$ cat src/rtl/core/concentric_disk_sample_core_macros.svh
// Assertion helpers shared by the core
`ifndef CONCENTRIC_DISK_SAMPLE_CORE_MACROS_SVH
`define CONCENTRIC_DISK_SAMPLE_CORE_MACROS_SVH

// same-cycle implication
`define CDS_ASSERT_IMP(label, clk, rst, ante, cons) \
  label: assert property (@(posedge clk) disable iff (rst) (ante) |-> (cons)) \
    else $error("cds assertion failed");

// next-cycle implication
`define CDS_ASSERT_NXT(label, clk, rst, ante, cons) \
  label: assert property (@(posedge clk) disable iff (rst) (ante) |=> (cons)) \
    else $error("cds assertion failed");

`endif

$ cat src/rtl/core/cds_pkg.sv
`timescale 1ns / 1ps
package cds_pkg;
  localparam int INPUT_BITS_DEF  = 16;
  localparam int OUTPUT_BITS_DEF = 16;
  localparam int FRAC_BITS       = 30;
  localparam int QUO_BITS        = FRAC_BITS + 1;
  localparam logic [29:0] PI_OVER_4_Q30 = 30'd843314857;
  localparam int COS_STEPS = 6;
  localparam int SIN_STEPS = 5;
  localparam int unsigned COS_DIV [COS_STEPS] = '{132, 90, 56, 30, 12, 2};
  localparam int unsigned SIN_DIV [SIN_STEPS] = '{110, 72, 42, 20, 6};

  typedef struct packed {
    logic zero;
    logic swap;
    logic neg_a;
    logic neg_b;
  } cds_flags_t;
endpackage

$ cat src/rtl/core/cds_ratio_div.sv
`timescale 1ns / 1ps
module cds_ratio_div #(
  parameter int INPUT_BITS = cds_pkg::INPUT_BITS_DEF
) (
  input  logic                          clk,
  input  logic                          rst,
  input  logic                          adv,
  input  logic                          in_valid,
  input  cds_pkg::cds_flags_t           in_flags,
  input  logic [INPUT_BITS:0]           in_big,
  input  logic [INPUT_BITS:0]           in_num,
  output logic                          out_valid,
  output cds_pkg::cds_flags_t           out_flags,
  output logic [INPUT_BITS:0]           out_big,
  output logic [cds_pkg::QUO_BITS-1:0]  out_quo
);
  localparam int QB = cds_pkg::QUO_BITS;
  localparam int RW = INPUT_BITS + 2;

  logic                vld [QB+1];
  cds_pkg::cds_flags_t flg [QB+1];
  logic [INPUT_BITS:0] den [QB+1];
  logic [RW-1:0]       rem [QB+1];
  logic [QB-1:0]       quo [QB+1];

  assign vld[0] = in_valid;
  assign flg[0] = in_flags;
  assign den[0] = in_big;
  assign rem[0] = RW'(in_num);
  assign quo[0] = '0;

  // one quotient bit per stage, restoring
  for (genvar j = 0; j < QB; j++) begin : g_step
    logic [RW-1:0] trial;
    logic [RW-1:0] diff;
    logic          take;
    if (j == 0) begin : g_first
      assign trial = rem[j];
    end else begin : g_shift
      assign trial = {rem[j][RW-2:0], 1'b0};
    end
    assign take = trial >= RW'(den[j]);
    assign diff = trial - RW'(den[j]);

    always_ff @(posedge clk) begin
      if (rst) begin
        vld[j+1] <= 1'b0;
      end else if (adv) begin
        vld[j+1] <= vld[j];
      end
    end

    always_ff @(posedge clk) begin
      if (adv) begin
        flg[j+1] <= flg[j];
        den[j+1] <= den[j];
        rem[j+1] <= take ? diff : trial;
        quo[j+1] <= {quo[j][QB-2:0], take};
      end
    end
  end

  assign out_valid = vld[QB];
  assign out_flags = flg[QB];
  assign out_big   = den[QB];
  assign out_quo   = quo[QB];
endmodule

$ cat config.mk
export PLATFORM = sky130hd
export DESIGN_NAME = cds_ratio_div
export DESIGN_NICKNAME = d
export VERILOG_FILES = /design/src/rtl/core/concentric_disk_sample_core_macros.svh /design/src/rtl/core/cds_pkg.sv /design/src/rtl/core/cds_ratio_div.sv
export SDC_FILE = /design/constraint.sdc
export NUM_CORES = 2
export LEC_CHECK = 0
export BUFFER_PORTS_ARGS = -buffer_cell sky130_fd_sc_hd__buf_2
export CORE_UTILIZATION = 35
export DETAILED_ROUTE_END_ITERATION = 10
export HOLD_SLACK_MARGIN = 0.1
export PLACE_DENSITY_LB_ADDON = 0.25
export SLEW_MARGIN = 20
export SYNTH_ARGS = -nofsm -noshare
export SYNTH_HDL_FRONTEND = slang
export SYNTH_SLANG_ARGS = --single-unit
$ cat constraint.sdc
create_clock -name clk -period 3.69 [get_ports clk]
set_input_delay 0.1845 -clock clk [delete_from_list [all_inputs] [get_ports clk]]
set_output_delay 0.1845 -clock clk [all_outputs]
set_load 0.05 [all_outputs]
Word level (Yosys, flattened, before mapping)
Cells that the tools add are included.
Storage, ports and cells
  bits of input ports: 42
  register bits after elaboration: 1688
  output and inout port bits: 53
  word-level logic and storage cells: 367
Operators by class
  muxes and demuxes: 30
  $lt $le $gt $ge: 31
  add/sub/neg operators: 30
Operators with widths (count)
  $ge A18 B17 Y1: 30
  $mux W17: 30
  $sub A17 B17 Y17: 30
  $ge A17 B17 Y1: 1

Longest topological paths before layout
  depth in word-level cells: 2
  depth in mapped cells: 12
  gate-level depth less buffers: 11

Worst setup path before layout
OpenSTA, ideal clock, no wires.
  path type: flip-flop to flip-flop
  from: register rem, in the netlist g_step[27].trial[2]
  to: register rem, in the netlist g_step[28].trial[11], data pin
  path buffers: 1
  setup time: 0.260 ns
  arrival time: 2.669 ns
  slack: 0.761 ns
  data required time: 3.430 ns
  stages on the path, launching flop included: 10
  clock period less this slack: 2.929 ns
  cell sequence: edfxtp_1 ha_1 nor2b_4 o31ai_2 a21oi_2 o41ai_4 a211oi_2 nor4_4 buf_6 mux2_4
On the way
  cells in the longest elaborated chain, start to end: 2
  elaborated cells on any way between the ends: 3
  those cells by class: add/sub (1); order compare (1); mux (1)
RTL lines
  start: declaration: line cds_ratio_div.sv:23  | logic [RW-1:0] rem [QB+1];
  start signal: indexed assignment: line cds_ratio_div.sv:57  | rem[j+1] <= take ? diff : trial;
  $sub A17 B17 Y17 or $ge A18 B17 Y1 (tied branches): line cds_ratio_div.sv:43, cds_ratio_div.sv:42
  $mux W17 *: line cds_ratio_div.sv:57
Every way passes the cells marked *; elsewhere a longest branch is shown, timed or not.
A chain may end at the register's enable or synchronous reset.

Worst setup path after layout
  from: input in_big[2]
  to: register rem, in the netlist g_step[1].trial[10], data pin
On the way
  cells in the longest elaborated chain, start to end: 2
  elaborated cells on any way between the ends: 3
  those cells by class: add/sub (1); order compare (1); mux (1)
RTL lines
  start: declaration: line cds_ratio_div.sv:10  | input logic [INPUT_BITS:0] in_big,
  $sub A17 B17 Y17 or $ge A17 B17 Y1 (tied branches): line cds_ratio_div.sv:43, cds_ratio_div.sv:42
  $mux W17 *: line cds_ratio_div.sv:57
Marks and branches as above.

==> results by group <==
Setup path
  – CP Buf/Inv Count: 6
  – CP delay by family, top: buffers and inverters
  – CP endpoint kind: flop
  – Top cell by count, worst path: dlygate4sd3_1
  – Worst path max stage delay: 0.58 ns
  – CP arrival: 4.11 ns
  – Critical setup path kind: in2reg
  – Critical Path RT: 4.27 ns
  – Startpoint Class: input port
  – Slowest stage cell, crit path: dlygate4sd3_1
  – CP max FO: 7
  – Crit-path cells: dlygate4sd3_1 -> buf_2 -> inv_1 -> ha_1 -> o21ai_0 -> a21oi_1 -> o31ai_2 -> a31oi_2 -> a221oi_4 -> buf_4 -> o21ai_0 -> dlygate4sd3_1 -> o41ai_1 -> dlygate4sd3_1

Logic synthesis
  – Ys async rst share: 0%
  – Register area share after synthesis: 59.8%
  – Yosys warns: 0
  – Cell count after synthesis: 6,501
  – Average cell area after synthesis: 12.9 um2
  – Post-synth EDFFs: 1,657
  – Cell Area, Synth: 84,200 um2
  – Top_reg_cell synth: edfxtp_1
  – Synth unique cells: 99
  – Seq cells post-synth: 1,688
  – Syn_nets: 7,099

Power and ir drop
  – Leak pwr: 37.3 nW
  – Sw Ratio: 33.5%
  – Combinational share of power: 38.8%
  – Sw power: 26.7 mW
  – VDD IR max: 0.430 mV
  – Clock network fraction of design power: 24.1%
  – Power share of the sequential group: 37.1%
  – Pint: 53.0 mW
  – PD cells: 833 nW/um2
  – Power Total: 79.7 mW

Floorplanning
  – Starting Density: 35.3%
  – Rows: 179
  – CORE AREA: 239,000 um2
  – DIE AREA: 242,000 um2
  – Die W: 492 um
  – I/O pins: 95
  – Die Height: 492 um

STA
  – Post-route minimum period: 3.53 ns
  – Worst-margin pin slew: 1.06 ns
  – Final worst slack: 0.161 ns
  – Final Skew: 0.0365 ns
  – # setup viols final: 0
  – WHS: 0.226 ns
  – Fmax achieved: 0.283 GHz
  – Slew Limit Fails: 0
  – Fin crit share: 95.6%
  – RSZ-0062 raised after global routing: no
  – Fin. Hold Viols: 0
  – Worst slew margin: 29.2%
  – Fin Setup TNS: 0 ns

Final layout
  – Post-Layout Cell Count: 10,100
  – Share of layout cells above drive strength 1: 13.0%
  – Total Nets Final: 7,389
  – Final Util: 40.2%
  – Post-route cell area: 95,800 um2
  – P&R area growth vs syn: 13.8%
  – Fillers: 22,300

Status
  – Status: finished clean

Place
  – Setup WS pre-CTS: 0.344 ns
  – Port Buffers: 94
  – GPL Wtd Cong: 0.883
  – DPL Wire Length: 124,000 um
  – DP Cell Count: 9,693
  – Area post-placement: 88,700 um2

CTS
  – Root Driver: clkbuf_16
  – Clk slew on worst S/H paths: 0.06 ns
  – Worst-Skew Late Latency: 0.83 ns
  – Clock Path Buffers: 3
  – CTS buffer count: 191
  – CTS tree: built
  – H-tree levels: 4
  – Post-CTS setup buffer count: 0
  – CTS sink count: 1,688

Route
  – DRT iter0 DRCs: 2,956
  – Drt drc: 0
  – Post-DR wirelength/cell: 17.1 um
  – Detailed Routing Iterations Pass 1: 5
  – Total number of vias: 50,300
  – Post-DR vias/cell: 4.97
  – WL final: 173,000 um
  – Detail Route Antenna Nets: 0

GRT
  – First-pass GRT wire length: 277,000 um
  – Largest net degree at the start of global routing: 101
  – GRT Overall Usage: 14.2%
  – Vias in the first global route: 50,800
  – Initial antenna violation count: 2
  – GRT overflow: 0

Run
  – Max-Cap Viols: 0

Min path
  – HP Class: in2reg
final timing paths:
check                         to  cells after the start                from  slack (ns)
min          g_step[1].trial[11]                      3          in_num[10]        0.23
min reg2reg               flg[6]                      0             flg[10]        0.40
max reg2reg   g_step[9].trial[7]                      8  g_step[8].trial[2]        0.36
max          g_step[1].trial[10]                     14           in_big[2]        0.16
per-layer routing:
layer | part of all wire [%] | GRT usage (%) | vias to the layer above
met5 | 0 | 0 | -
met4 | 3.1 | 5.04 | 0
met2 | 48 | 23.8 | 861
met1 | 46 | 18.5 | 24400
met3 | 3.5 | 2.17 | 311
li1 | - | - | 24800
synthesized netlist by cell type (54+ instances only):
cell | number | share of area [%]
nor2b_1 | 94 | 0.70
a31oi_1 | 59 | 0.44
nand2_1 | 222 | 0.99
nor3_1 | 86 | 0.51
a21o_1 | 154 | 1.4
o21ai_0 | 308 | 1.8
inv_1 | 682 | 3.0
edfxtp_1 | 1657 | 59
nand3_1 | 73 | 0.43
nor2_1 | 394 | 1.8
xnor2_1 | 226 | 2.4
a21oi_1 | 358 | 2.1
mux2_2 | 332 | 4.4
buf_4 | 54 | 0.48
mux2i_1 | 74 | 0.88
xor2_1 | 89 | 0.93
o21a_1 | 144 | 1.3
nand2b_1 | 59 | 0.44
ha_1 | 526 | 7.8
clkbuf_1 | 55 | 0.25
placed cells by master, fill, tap and decap left out, drive strengths merged, types with 95 or more instances in the layout:
| cell type | netlist | layout |
|---|---|---|
| clkbuf | 55 | 214 |
| a21oi | 361 | 361 |
| mux2 | 338 | 338 |
| o21ai | 317 | 317 |
| xnor2 | 226 | 226 |
| nor2 | 395 | 395 |
| buf | 91 | 172 |
| edfxtp | 1657 | 1657 |
| o21a | 144 | 144 |
| nor2b | 95 | 95 |
| inv | 688 | 701 |
| a21o | 154 | 154 |
| ha | 526 | 526 |
| nand2 | 223 | 223 |
state kept, by name, summed over array words and instances (netlist names):
register	count
out_quo	31
flg	120
out_big	17
den	510
g_step.trial	510
vld	30
out_flags	4
quo	465
out_valid	1
power groups by stage:
| stage | Combinational (mW) | Clock [mW] | Sequential, mW |
|---|---|---|---|
| detailed placement | 30.6 | 0 | 30.0 |
| finish | 30.9 | 19.2 | 29.6 |
| global placement | 30.2 | 0 | 30.1 |
| CTS | 31.0 | 20.0 | 29.7 |
| global route | 34.6 | 20.6 | 30.0 |
| floorplan | 24.7 | 0 | 28.5 |
cells by family after synthesis:
family | share of synthesized area [%]
adder cells (fa/ha/maj) | 8.53
multiplexers | 5.43
buffers and inverters | 4.03
AO/OA/AOI/OAI | 11.6
AND/OR/NAND/NOR | 7.32
flip-flops | 59.8
XOR/XNOR | 3.28
final cells by class:
cell class                      count  area (um2)  area share [%]
Sequential cell                  1688       50400            52.6
Multi-Input combinational cell   3979       30400            31.8
Clock buffer                      214        4920            5.13
Tap cell                         3167        3960            4.14
Inverter                          688        2580            2.70
Timing Repair Buffer              243        2050            2.14
Clock inverter                    137        1440            1.50
Antenna cell                        3        7.51         0.00784
repair_timing:
action                                 4_1_cts  5_1_grt
resized for setup                            0        1
hold buffers                                71        0
endpoints found under the hold margin      206        0
setup endpoints to repair                    0        1
worst min-delay path: cells and delay by family:
kind	cells	cell delay (ns)
buf+inv	2	0.63
mux	1	0.14
(Power assumes the default switching activity.)
