==> src/rtl/core/concentric_disk_sample_core_macros.svh <==
// Assertion helpers shared by the core
`ifndef CONCENTRIC_DISK_SAMPLE_CORE_MACROS_SVH
`define CONCENTRIC_DISK_SAMPLE_CORE_MACROS_SVH

// same-cycle implication
`define CDS_ASSERT_IMP(label, clk, rst, ante, cons) \
  label: assert property (@(posedge clk) disable iff (rst) (ante) |-> (cons)) \
    else $error("cds assertion failed");

// next-cycle implication
`define CDS_ASSERT_NXT(label, clk, rst, ante, cons) \
  label: assert property (@(posedge clk) disable iff (rst) (ante) |=> (cons)) \
    else $error("cds assertion failed");

`endif

==> src/rtl/core/cds_pkg.sv <==
`timescale 1ns / 1ps
package cds_pkg;
  localparam int INPUT_BITS_DEF  = 16;
  localparam int OUTPUT_BITS_DEF = 16;
  localparam int FRAC_BITS       = 30;
  localparam int QUO_BITS        = FRAC_BITS + 1;
  localparam logic [29:0] PI_OVER_4_Q30 = 30'd843314857;
  localparam int COS_STEPS = 6;
  localparam int SIN_STEPS = 5;
  localparam int unsigned COS_DIV [COS_STEPS] = '{132, 90, 56, 30, 12, 2};
  localparam int unsigned SIN_DIV [SIN_STEPS] = '{110, 72, 42, 20, 6};

  typedef struct packed {
    logic zero;
    logic swap;
    logic neg_a;
    logic neg_b;
  } cds_flags_t;
endpackage

==> src/rtl/core/cds_scale.sv <==
`timescale 1ns / 1ps
`include "concentric_disk_sample_core_macros.svh"
module cds_scale #(
  parameter int INPUT_BITS  = cds_pkg::INPUT_BITS_DEF,
  parameter int OUTPUT_BITS = cds_pkg::OUTPUT_BITS_DEF
) (
  input  logic                          clk,
  input  logic                          rst,
  input  logic                          adv,
  input  logic                          in_valid,
  input  cds_pkg::cds_flags_t           in_flags,
  input  logic [INPUT_BITS:0]           in_big,
  input  logic [30:0]                   in_sin,
  input  logic [30:0]                   in_cos,
  output logic                          out_valid,
  output logic signed [OUTPUT_BITS-1:0] disk_x,
  output logic signed [OUTPUT_BITS-1:0] disk_y
);
  localparam int PW = INPUT_BITS + 32;
  localparam int LW = PW + 1;
  localparam int SH = INPUT_BITS + 31 - OUTPUT_BITS;

  logic [30:0]         trig_x;
  logic [30:0]         trig_y;
  logic [PW-1:0]       prod_x_next;
  logic [PW-1:0]       prod_y_next;
  logic                m_vld;
  cds_pkg::cds_flags_t m_flg;
  logic [PW-1:0]       m_x;
  logic [PW-1:0]       m_y;

  function automatic logic [OUTPUT_BITS-1:0] round_sat(input logic [PW-1:0] prod,
                                                       input logic neg);
    logic [LW-1:0] sum;
    logic [LW-1:0] mag;
    logic [LW-1:0] negm;
    logic [LW-1:0] lim_pos;
    logic [LW-1:0] lim_neg;
    sum     = {1'b0, prod} + (LW'(1) << (SH - 1));
    mag     = sum >> SH;
    lim_neg = LW'(1) << (OUTPUT_BITS - 1);
    lim_pos = lim_neg - LW'(1);
    if (neg) begin
      if (mag > lim_neg) begin
        mag = lim_neg;
      end
      negm      = ~mag + LW'(1);
      round_sat = negm[OUTPUT_BITS-1:0];
    end else begin
      if (mag > lim_pos) begin
        mag = lim_pos;
      end
      round_sat = mag[OUTPUT_BITS-1:0];
    end
  endfunction

  assign trig_x      = in_flags.swap ? in_cos : in_sin;
  assign trig_y      = in_flags.swap ? in_sin : in_cos;
  assign prod_x_next = PW'(in_big) * PW'(trig_x);
  assign prod_y_next = PW'(in_big) * PW'(trig_y);

  always_ff @(posedge clk) begin
    if (rst) begin
      m_vld     <= 1'b0;
      out_valid <= 1'b0;
    end else if (adv) begin
      m_vld     <= in_valid;
      out_valid <= m_vld;
    end
  end

  always_ff @(posedge clk) begin
    if (adv) begin
      m_flg <= in_flags;
      m_x   <= prod_x_next;
      m_y   <= prod_y_next;
      if (m_flg.zero) begin
        disk_x <= '0;
        disk_y <= '0;
      end else begin
        disk_x <= $signed(round_sat(m_x, m_flg.neg_a));
        disk_y <= $signed(round_sat(m_y, m_flg.neg_b));
      end
    end
  end

  `CDS_ASSERT_NXT(a_x_sign, clk, rst, adv && m_vld && !m_flg.neg_a, !disk_x[OUTPUT_BITS-1])
  `CDS_ASSERT_NXT(a_y_sign, clk, rst, adv && m_vld && !m_flg.neg_b, !disk_y[OUTPUT_BITS-1])
  `CDS_ASSERT_NXT(a_centre, clk, rst, adv && m_vld && m_flg.zero, disk_x == 0 && disk_y == 0)
  `CDS_ASSERT_NXT(a_stall_hold, clk, rst, out_valid && !adv, out_valid)
endmodule

==> config.mk <==
export PLATFORM = sky130hd
export DESIGN_NAME = cds_scale
export DESIGN_NICKNAME = d
export VERILOG_FILES = /design/src/rtl/core/cds_pkg.sv /design/src/rtl/core/cds_scale.sv
export VERILOG_INCLUDE_DIRS = /design/src /design/src/rtl/core
export SDC_FILE = /design/constraint.sdc
export NUM_CORES = 2
export LEC_CHECK = 0
export BUFFER_PORTS_ARGS = -buffer_cell sky130_fd_sc_hd__buf_2
export CORE_MARGIN = 3
export CORE_UTILIZATION = 50
export DETAILED_ROUTE_END_ITERATION = 10
export PLACE_DENSITY = 0.71
export SYNTH_ARGS = -nofsm -noshare
export SYNTH_HDL_FRONTEND = slang
export SYNTH_SLANG_ARGS = --single-unit
==> constraint.sdc <==
create_clock -name clk -period 8.2 [get_ports clk]
set_input_delay 1.64 -clock clk [delete_from_list [all_inputs] [get_ports clk]]
set_output_delay 1.64 -clock clk [all_outputs]
set_load 0.01 [all_outputs]
# Word-level counts from Yosys, hierarchy flattened
# Index checks and enable logic that the tools add are counted.
word_totals:
  regBits: 133
  input_bits: 87
  out_inout_bits: 33
  wordCells: 35
op_classes:
  add_sub_neg: 4
  n_mul: 2
  magnitude_cmp: 4
  mux: 14
  bitwise: 2
ops:
  columns: ["operator", "n"]
  rows:
  - ["2-to-1 mux 16 bit", 12]
  - ["adder 48 x 31 -> 49 bit, second input constant", 2]
  - ["multiplier 17 x 31 -> 48 bit", 2]
  - ["2-to-1 mux 31 bit", 2]
  - ["greater-than comparator 18 x 15 -> 1 bit, second input constant", 2]
  - ["greater-than comparator 18 x 16 -> 1 bit, second input constant", 2]
  - ["adder 16 x 1 -> 16 bit, second input constant", 2]
  - ["NOT 16 bit", 2]

# Depth between registers and ports, before layout
logic_depth:
  ltp_word: 9
  mapped_depth: 27
  depth_no_buf: 24

# Least setup slack after synthesis
# OpenSTA, ideal clock, no wires.
synth_path:
  kind: "input to register"
  start: "in in_flags[2] (netlist bit)"
  end: "reg m_x[47] (data pin)"
  setup_ns: 0.266
  arrival_time_ns: 8.027
  required_ns: 7.934
  setup_slack_ns: -0.093
  stages: 24
  path_buffers: 3
  path_cell_list: "clkbuf_1 > clkbuf_1 > mux2_2 > clkbuf_1 > nand2_1 > fa_1 > fa_1 > fa_1 > inv_1 > fa_1 > fa_1 > inv_1 > fa_1 > inv_1 > ha_1 > a21o_1 > a221o_1 > a21o_1 > a311oi_1 > a31oi_1 > o21ai_0 > a31oi_1 > nor4_1 > nor3_1"
synth_between:
  elab_chain_cells: 2
synth_lines:
  columns: ["item", "line", "source"]
  rows:
  - ["from (decl)", "cds_scale.sv:11", "input cds_pkg::cds_flags_t in_flags,"]
  - ["2-to-1 mux 31 bit", "cds_scale.sv:57", "assign trig_x = in_flags.swap ? in_cos : in_sin;"]
  - ["multiplier 17 x 31 -> 48 bit", "cds_scale.sv:59", "assign prod_x_next = PW'(in_big) * PW'(trig_x);"]
  - ["net prod_x_next[47]", "cds_scale.sv:25", "logic [PW-1:0] prod_x_next;"]
  - ["to (signal assigned)", "cds_scale.sv:75", "m_x <= prod_x_next;"]
  - ["to (decl)", "cds_scale.sv:29", "logic [PW-1:0] m_x;"]
# The timed path passes the listed nets, and every way through them passes these cells.
# A chain may end at the register's enable or synchronous reset.

# Final worst setup path
layout_path:
  start: "in in_flags[2] (netlist bit)"
  end: "reg m_y[44] (data pin)"
layout_between:
  elab_chain_cells: 2
layout_lines:
  columns: ["item", "line", "source"]
  rows:
  - ["2-to-1 mux 31 bit", "cds_scale.sv:58", "assign trig_y = in_flags.swap ? in_sin : in_cos;"]
  - ["multiplier 17 x 31 -> 48 bit", "cds_scale.sv:60", "assign prod_y_next = PW'(in_big) * PW'(trig_y);"]
  - ["net prod_y_next[44]", "cds_scale.sv:26", "logic [PW-1:0] prod_y_next;"]
  - ["to (signal assigned)", "cds_scale.sv:76", "m_y <= prod_y_next;"]
  - ["to (decl)", "cds_scale.sv:30", "logic [PW-1:0] m_y;"]
# The timed path passes the listed nets, and every way through them passes these cells.

==> flow_summary.ini <==
[outcome]
outcome = completed

[worst_setup_path]
path_class = in2reg
cp.arrival_ns = 8.01
required_ns = 8.31
start_kind = input pin
end_kind = flop
cp_max_fo = 19

[place]
dp_worst_setup_slack_ns = -0.1651
portBuffers = 119
post_dp_cell_area_sq_um = 40020
hpwl_microns = 83560
place_congestion = 0.9318

[sta]
fin_crit_ns = 7.908
fmax_ghz = 0.1265
finClkSkew_ns = 0.01014
whs_ns = 0.5066
timing.slew.headroom = 0.3605
finalSetupViolCount = 0
rsz0062_at_grt = true
tightestPinTransition_ns = 0.9592
maxSlewViolCount = 0
hold_viol_final = 0
setup_slack_ns = 0.2925
finalCritPeriodShare = 0.9643

[clock_tree]
clk_path_buf_depth = 2
htreeDepth = 3
hold_buffers = 0
cts_buffers = 9
clock-sinks = 73
clkTransAtPathRegs_ns = 0.06
cts_root_buffer = clkbuf_16
tritoncts = done
clk_latency_ns = 0.36

[die]
top_level_ports = 120
chipWidth_microns = 277.6
start_util = 0.5107
dieArea_sq_um = 77070
num_rows = 98
die_h_microns = 277.6
coreArea_sq_um = 72220

[final_layout]
finalNetCount = 5523
final_cell_mix = inv_1 (1020), fa_1 (864), nand2_1 (718), and2_1 (417), ha_1 (244)
area_growth_syn_to_layout_pct = 9.565
drive_above_1_share = 0.1087
finish.utilization = 0.5596
finalInstanceArea_sq_um = 40420
final_common_cell = inv_1

[logic_synthesis]
async_flop_share = 0
syn_area_sq_um = 36890
synth_seq_area_share = 0.05889
synth_seq_cells = 73
synthAdderAreaFrac = 0.5517
synth_top_family_by_area = adder cells
synth-xor-area-share = 0.01543
synthMuxAreaShare = 0.02164
synth_nets = 5363
yosys.cell_types.count = 78
synth-simple-area-share = 0.1767
synthFlopType = edfxtp_1
synth_cells = 4168
synth-compound-area-share = 0.05000
synth-edff-count = 71
yosys_warnings = 0
syn_area_per_cell_sq_um = 8.850

[grt]
grt_usage = 0.2639
grt_pass1_wl_microns = 161600
grt_overflow_total = 0
antenna_found_initial = 14
grt_pass1_vias = 30140
grt_start_max_net_pins = 74

[job]
drv_cap = 0

[route]
vias_per_cell = 5.321
drt_pass1_iterations = 6
ant_nets = 0
wl_per_cell_microns = 18.53
vias = 28150
wirelength_microns = 98060
drcViolationCount = 0
drt_iter0_drc = 2253

[min_path]
min-delay-path-class = reg2reg
[cell families after synthesis]
logic type                 Yosys count
xor gates and xnor gates            65
AOI/OAI and AO/OA                  271
adders and majority gates         1108
muxes                               72
and+or+nand+nor                   1353
DFF                                 73
buffers and inverters             1226
[critical path: stages]
cell	delay, ns
buf_2	0.13
buf_12	0.17
buf_4	0.21
mux2_2	0.41
buf_4	0.18
nand2_1	0.08
fa_1	0.45
fa_1	0.52
fa_1	0.53
inv_1	0.07
fa_1	0.51
fa_1	0.49
inv_1	0.05
fa_1	0.47
inv_1	0.04
ha_1	0.31
a21oi_1	0.26
o21a_1	0.22
o211ai_1	0.12
and3_1	0.22
o21a_1	0.21
or3_1	0.41
a21oi_1	0.20
xnor2_1	0.08
[Yosys cell counts (4+ instances only)]
master / count / area (sq um)
nand2b_1: 7 / 43.79
nand4_1: 17 / 106.4
o21bai_1: 7 / 52.55
edfxtp_1: 71 / 2132
a221oi_1: 7 / 61.31
ha_1: 244 / 3053
a311oi_1: 4 / 35.03
and4_1: 5 / 43.79
nor3_1: 22 / 110.1
nand2_1: 718 / 2695
xor2_1: 27 / 236.5
nor2b_1: 6 / 37.54
clkbuf_1: 188 / 705.7
nand3b_1: 6 / 45.04
and2_1: 417 / 2609
a211oi_1: 14 / 105.1
buf_1: 11 / 41.29
xnor2_1: 38 / 332.8
o211ai_1: 7 / 52.55
a21oi_1: 82 / 410.4
a21o_1: 36 / 270.3
o21ai_0: 40 / 200.2
and3_1: 19 / 118.9
mux2i_1: 10 / 100.1
or2_2: 7 / 43.79
nor2_1: 66 / 247.7
o31ai_1: 6 / 45.04
or3_1: 8 / 50.05
mux2_2: 62 / 698.2
a221o_1: 5 / 50.05
fa_1: 864 / 17300
nor4_1: 4 / 25.02
a31oi_1: 9 / 56.30
o21a_1: 14 / 105.1
a41oi_1: 4 / 35.03
nand3_1: 33 / 165.2
inv_1: 1020 / 3829
[timing repair]
action	4_1_cts	5_1_grt
gates resized for setup	0	16
setup buffers	0	0
endpoints found under the setup margin	0	19
[per-stage QoR]
stage | TNS [ns] | instances
3_5_place_dp | -1.232 | 5267
6_report | 0 | 5291
5_1_grt | -0.1112 | 5285
3_3_place_gp | -0.3636 | 5267
4_1_cts | 0 | 5283
2_1_floorplan | 0 | 4168
[path summary, 6_finish.rpt]
kind | startpoint | to | slack (ns) | cells past startpoint
hold reg to reg | out_valid | out_valid | 0.51 | 2
hold / removal | out_valid | out_valid | 0.51 | 2
setup reg to reg | m_x[30] | disk_x[10] | 3.92 | 14
setup / recovery | in_flags[2] | m_y[44] | 0.29 | 24
[metal layers]
metal | share of wire | wire length, microns | vias to the layer above | global-route usage
met5 | 0.00082 | 80 | - | 0
met4 | 0.019 | 1866 | 12 | 0.05722
met3 | 0.095 | 9360 | 130 | 0.05151
met2 | 0.44 | 43440 | 1151 | 0.4057
met1 | 0.44 | 43310 | 14250 | 0.3897
li1 | - | - | 12610 | -
[sequential cells by signal, indices dropped and copies added (netlist names)]
register,flops
disk_x,16
disk_y,16
m_flg,3
m_vld,1
m_x,18
m_y,18
out_valid,1
[layout make-up]
cell class	count	area, sq um
well taps	950	1189
diodes	8	20.02
repair buffers	355	2758
flip-flops and latches	73	2172
multi-input cells	2869	30130
inverters	1020	3829
clock buffers	10	229.0
clock inverters	6	91.34
fillers	6348	31810
Power is not shown: default switching activity piles up to over one toggle a cycle in this logic, so the estimate is an artifact.
